### config.mk
export PLATFORM = sky130hd
export DESIGN_NAME = sey_div
export DESIGN_NICKNAME = d
export VERILOG_FILES = /design/src/sv/secondary_electron_yield_macros.svh /design/src/sv/sey_pkg.sv /design/src/sv/sey_div.sv
export SDC_FILE = /design/constraint.sdc
export NUM_CORES = 2
export LEC_CHECK = 0
export BUFFER_PORTS_ARGS = -buffer_cell sky130_fd_sc_hd__buf_2
export CORE_ASPECT_RATIO = 1.1
export CORE_MARGIN = 1.5
export CORE_UTILIZATION = 45
export DETAILED_ROUTE_END_ITERATION = 10
export SYNTH_ARGS = -nofsm -noshare
export SYNTH_HDL_FRONTEND = slang
export SYNTH_SLANG_ARGS = --single-unit
### constraint.sdc
create_clock -name clk -period 6.7 [get_ports clk]
set_clock_uncertainty 0.1 [all_clocks]
set_input_delay 0.335 -clock clk [delete_from_list [all_inputs] [get_ports clk]]
set_output_delay 0.335 -clock clk [all_outputs]
set_load 0.05 [all_outputs]
### src/sv/secondary_electron_yield_macros.svh
`ifndef SECONDARY_ELECTRON_YIELD_MACROS_SVH
`define SECONDARY_ELECTRON_YIELD_MACROS_SVH

// checks sampled on clk, off while arst_n is low
`define SEY_ASSERT_IMPL(name, ante, cons) \
	name: assert property (@(posedge clk) disable iff (!arst_n) (ante) |-> (cons)) \
		else $error("assertion failed");

`define SEY_ASSERT_NEXT(name, ante, cons) \
	name: assert property (@(posedge clk) disable iff (!arst_n) (ante) |=> (cons)) \
		else $error("assertion failed");

`endif

### src/sv/sey_pkg.sv
package sey_pkg;

	localparam int MAX_VEL_DIMS_DEF = 3;
	localparam int VEL_WIDTH_DEF    = 24;
	localparam int LOG_STEPS        = 16;
	localparam int EXP_STEPS        = 16;
	localparam int DIV_STEPS        = 16;

	typedef enum logic [1:0] {
		REG_VEL_DIMS     = 2'd0,
		REG_ENERGY_SCALE = 2'd1,
		REG_PEAK_YIELD   = 2'd2,
		REG_SHAPE_S      = 2'd3
	} sey_reg_t;

	localparam logic [13:0] ONE_Q12    = 14'd4096;
	localparam logic [13:0] SHAPE_MIN  = 14'd4097;
	localparam logic [15:0] YIELD_MAX  = 16'hFFFF;
	localparam logic [8:0]  N_BIG      = 9'd34;
	localparam logic [8:0]  N_Q20      = 9'd10;

	typedef struct packed {
		logic valid;
		logic force_zero;
		logic clip_x;
	} sey_side_t;

	typedef struct packed {
		logic        valid;
		logic [15:0] yield_value;
		logic        clipped;
	} sey_res_t;

	function automatic logic [63:0] isqrt64(logic [63:0] v);
		logic [63:0] rem;
		logic [63:0] res;
		logic [63:0] bitv;
		rem  = v;
		res  = '0;
		bitv = 64'd1 << 62;
		for (int i = 0; i < 32; i++) begin
			if (rem >= res + bitv) begin
				rem = rem - (res + bitv);
				res = (res >> 1) + bitv;
			end else begin
				res = res >> 1;
			end
			bitv = bitv >> 2;
		end
		return res;
	endfunction

	// 2^(2^-k) in Q.30
	function automatic logic [31:0] exp_rom_val(int k);
		logic [63:0] c;
		c = 64'd1 << 31;
		for (int j = 1; j <= k; j++) c = isqrt64(c << 30);
		return c[31:0];
	endfunction

endpackage

### src/sv/sey_div.sv
module sey_div (
	input  logic                clk,
	input  logic                arst_n,
	input  logic                en,
	input  sey_pkg::sey_side_t  side_in,
	input  logic [61:0]         num,
	input  logic [63:0]         dnm,
	output sey_pkg::sey_res_t   res
);
	import sey_pkg::*;

	localparam int N = DIV_STEPS;

	logic [61:0] rem_d  [0:N];
	logic [63:0] dnm_d  [0:N];
	logic [15:0] q_d    [0:N];
	logic        sat_d  [0:N];
	sey_side_t   side_d [0:N];

	always_ff @(posedge clk or negedge arst_n) begin
		if (!arst_n) begin
			side_d[0] <= '0;
		end else if (en) begin
			side_d[0] <= side_in;
		end
	end

	always_ff @(posedge clk) begin
		if (en) begin
			rem_d[0] <= num;
			dnm_d[0] <= dnm;
			sat_d[0] <= {18'd0, num} >= {dnm, 16'd0};
		end
	end

	assign q_d[0] = '0;

	for (genvar k = 0; k < N; k++) begin : g_step
		localparam int SH = N - 1 - k;
		logic [79:0] shifted;
		logic        ge;
		assign shifted = {16'd0, dnm_d[k]} << SH;
		assign ge      = {18'd0, rem_d[k]} >= shifted;

		always_ff @(posedge clk or negedge arst_n) begin
			if (!arst_n) begin
				side_d[k+1] <= '0;
			end else if (en) begin
				side_d[k+1] <= side_d[k];
			end
		end

		always_ff @(posedge clk) begin
			if (en) begin
				rem_d[k+1] <= ge ? rem_d[k] - shifted[61:0] : rem_d[k];
				q_d[k+1]   <= {q_d[k][14:0], ge};
				dnm_d[k+1] <= dnm_d[k];
				sat_d[k+1] <= sat_d[k];
			end
		end
	end

	always_comb begin
		res.valid = side_d[N].valid;
		if (side_d[N].force_zero) begin
			res.yield_value = '0;
			res.clipped     = side_d[N].clip_x;
		end else if (sat_d[N]) begin
			res.yield_value = YIELD_MAX;
			res.clipped     = 1'b1;
		end else begin
			res.yield_value = q_d[N];
			res.clipped     = side_d[N].clip_x;
		end
	end

endmodule

==> summary.md <==
| Metric | Value |
|---|---|
| Routed wire length | 334000 um |
| Initial core utilization | approximately 45% |
| Antenna violations before repair | 7 |
| Ratio of cells with drive above 1 in the final layout | about 8.4% |
| Post-CTS sizing | 0 |
| Area share of the largest cell type after synthesis | 51.3% |
| Mapped Cells | between 10000 and 15000 |
| Most frequent cell after synthesis | edfxtp_1 |
| # fillers | 24600 |
| Drt first pass iters | 6 |
| Worst Path Max Fanout | 41 |
| Mapped Nets | between 10000 and 15000 |
| Synth-to-layout area growth | 11.6% |
| Synth area leaders | edfxtp_1 (51%), ha_1 (9.0%), a21oi_1 (3.5%), o21ai_0 (3.4%), inv_1 (3.4%) |
| First-pass GRT wire length | slightly above 500000 um |
| Period utilization | between 80% and 90% |
| Routed WL per cell | approximately 21 um |
| Crit end category | flip-flop |
| Fin. Hold Viols | 0 |
| Startpoint Class | flip-flop |
| FMAX | around 0.17 GHz |
| Register area | 66400 um^2 |
| Setup Viol. Count Final | 0 |
| Pleak | just under 60 nW |
| Number of synthesized flops with an enable pin | 2169 |
| # IOs | 150 |
| Mapped Area | 127000 um^2 |
| Flops & latches, synth | 2220 |
| Port buffer count | 149 |
| Count of cell types in the netlist | ~100 |
| Top cell type by total area after synthesis | edfxtp_1 |
| Final Wtd Congestion | about 0.96 |
| Uppermost layer routed | met4 |
| Pins Over Slew Limit | 0 |
| Sequential group share of total power | 44.8% |
| Residual DRC count | 0 |
| Met1 Wirelength | roughly 120000 um |
| Max-cap viol count | 0 |
| Global route overflow | 0 |
| RSZ-0062 raised after global routing | false |
| Setup TNS | 0 ns |
| Htree depth | 5 |
| Non-filler instance count after layout | 15800 |
| Inst Count DP | 15200 |
| Post-layout net count | 12900 |
| Clock power frac | a little under two fifths |
| Critical Path RT | 7.15 ns |
| Core area | roughly 280000 um^2 |
| Clk_lat worst skew | 0.86 ns |
| Worst vdd ir | about 0.19 mV |
| Number of global-route vias before repair | a little over 90000 |
| Clock Sinks | around 2200 |
| TritonCTS Buffers | 267 |
| Power density over the cells | 267 nW/um^2 |
| Met2 wire length | between 150000 and 200000 um |
| Detailed Place HPWL | between 200000 and 300000 um |
| Post-CTS Setup Inserts | 0 |
| Synth Flop Type | edfxtp_1 |
| Slew @ Worst Pin | around 1.3 ns |
| Mapped Avg Cell Area | 10.9 um^2 |
| CTS tree | yes |
| Die X | approximately 510 um |
| Post-synth ARST share | approximately 2.3% |
| Antenna-violating nets left | 0 |
| Sequential fraction of the synthesis area | a little over half |
| Tmin final | slightly below 6 ns |
| Net Sw Power | around 10 mW |
| Power Internal | roughly 27 mW |
| Metal3 WL | between 9000 and 10000 um |
| Initial DRC Count | 4944 |
| Tightest Hold Check Type | input pin to flip-flop |
| Arrival @ worst endpoint | 6.30 ns |
| Hold-fix buffers, CTS | 131 |
| Kind of critical path | flip-flop to flip-flop |
| Rows | 204 |
| Top cells by count, synth | edfxtp_1 (2169), inv_1 (1135), nand2_1 (1050), ha_1 (918), a21oi_1 (897) |
| Die area | roughly 290000 um^2 |
| Bufs on Longest Clock Path | 4 |
| Vias per cell | approximately 5.5 |
| Clock root buffer | clkbuf_16 |
| Rel. slew slack | 13.5% |
| Status | complete, no violations |
| Clock transition at path regs | 0.06 ns |
| Largest net degree at the start of global routing | 178 |
| Area of the multi-input gates | between 50000 and 60000 um^2 |
| Via count | 86900 |
| GRT Resource Usage Total | 22.9% |
| Chip height | ~560 um |
| Logic pwr share | roughly 17% |
| Synth warn | 0 |
| Switching Fraction | a little over a quarter |
-- cell families after synthesis --
kind of cell	share of synthesized area, %
AO/OA/AOI/OAI	15.7
multiplexers	3.05
adder cells (fa/ha/maj)	9.29
AND/OR/NAND/NOR	9.77
flip-flops	52.3
buffers and inverters	4.73
XOR/XNOR	5.11
-- state kept, by name, summed over array words and instances (netlist names) --
signal and count:
side_d 50, q_d 136, res 1, rem_d 992, dnm_d 1024, sat_d 17
-- final timing paths --
kind	start	endpoint	slack, ns	depth (start not counted)
min reg2reg	q_d[52]	q_d[37]	0.31	0
max in group asynchronous	arst_n	side_d[22]	5.60	2
max	dnm_d[0][18]	rem_d[0][92]	0.85	15
min	dnm[28]	dnm_d[0][28]	0.11	2
min in group asynchronous	arst_n	side_d[35]	0.16	2
max reg2reg	dnm_d[0][18]	rem_d[0][92]	0.85	15
-- power by group through the flow --
stage	clock network, mW	registers (mW)	logic, mW
3_3_place_gp	0	17.2	6.40
3_5_place_dp	0	17.2	6.47
6_report	14.3	16.9	6.57
4_1_cts	14.7	16.9	6.56
5_1_grt	15.2	17.0	7.22
2_1_floorplan	0	16.9	4.64
-- cell usage in the layout, fill, tap and decap left out, types with 97 or more instances in the layout --
master,n
ha_1,918
dlygate4sd3_1,131
nand2b_1,97
a21oi_1,893
nor2b_1,121
nand4_1,242
xnor2_1,436
o21ai_0,872
nand2_1,1050
o21bai_1,150
xor2_1,304
a21o_1,551
nand3_1,172
inv_1,1135
clkbuf_16,273
nor2_1,469
nor3_1,128
mux2_2,280
edfxtp_1,2169
buf_2,148
-- worst max-delay path: stages, from the launching register on --
cell	delay, ns
edfxtp_1	0.37
inv_1	0.05
ha_1	0.37
nand2_1	0.12
nor2_1	0.30
nand4_1	0.35
a211o_1	0.38
a31oi_1	0.85
o31ai_1	0.27
nand2_1	0.35
a21oi_1	0.21
o21ai_0	0.36
nand4_1	0.25
a21oi_4	0.41
buf_12	0.28
mux2_2	0.44
-- final cells by class --
cell class	instances	share of cell area, %
antenna	5	0.00883
clock buffer	328	4.97
clock inverter	136	1.06
inverter	1135	3.01
multi-input combinational	7842	38.6
sequential	2220	46.9
tap	3708	3.27
timing repair buffer	384	2.21
-- per-stage QoR --
step | util [%] | power, mW | instance area, um^2 | hold slack, ns | setup WS, ns
2_1_floorplan | - | 21.5 | 127000 | -0.0606 | 2.67
3_3_place_gp | 46.9 | 23.6 | 132000 | 0.301 | 0.985
3_5_place_dp | 46.9 | 23.7 | 132000 | 0.305 | 0.949
4_1_cts | 50.5 | 38.2 | 142000 | 0.0514 | 0.931
5_1_grt | 50.5 | 39.4 | 142000 | 0.0764 | 0.893
6_report | 50.5 | 37.8 | 142000 | 0.114 | 0.848
-- layer usage --
layer	vias up	track usage, %
li1	43000	-
met1	41000	22.0
met2	1958	44.5
met3	914	2.61
met4	0	15.9
met5	-	0
No activity file was read; power rests on OpenSTA's default activity.
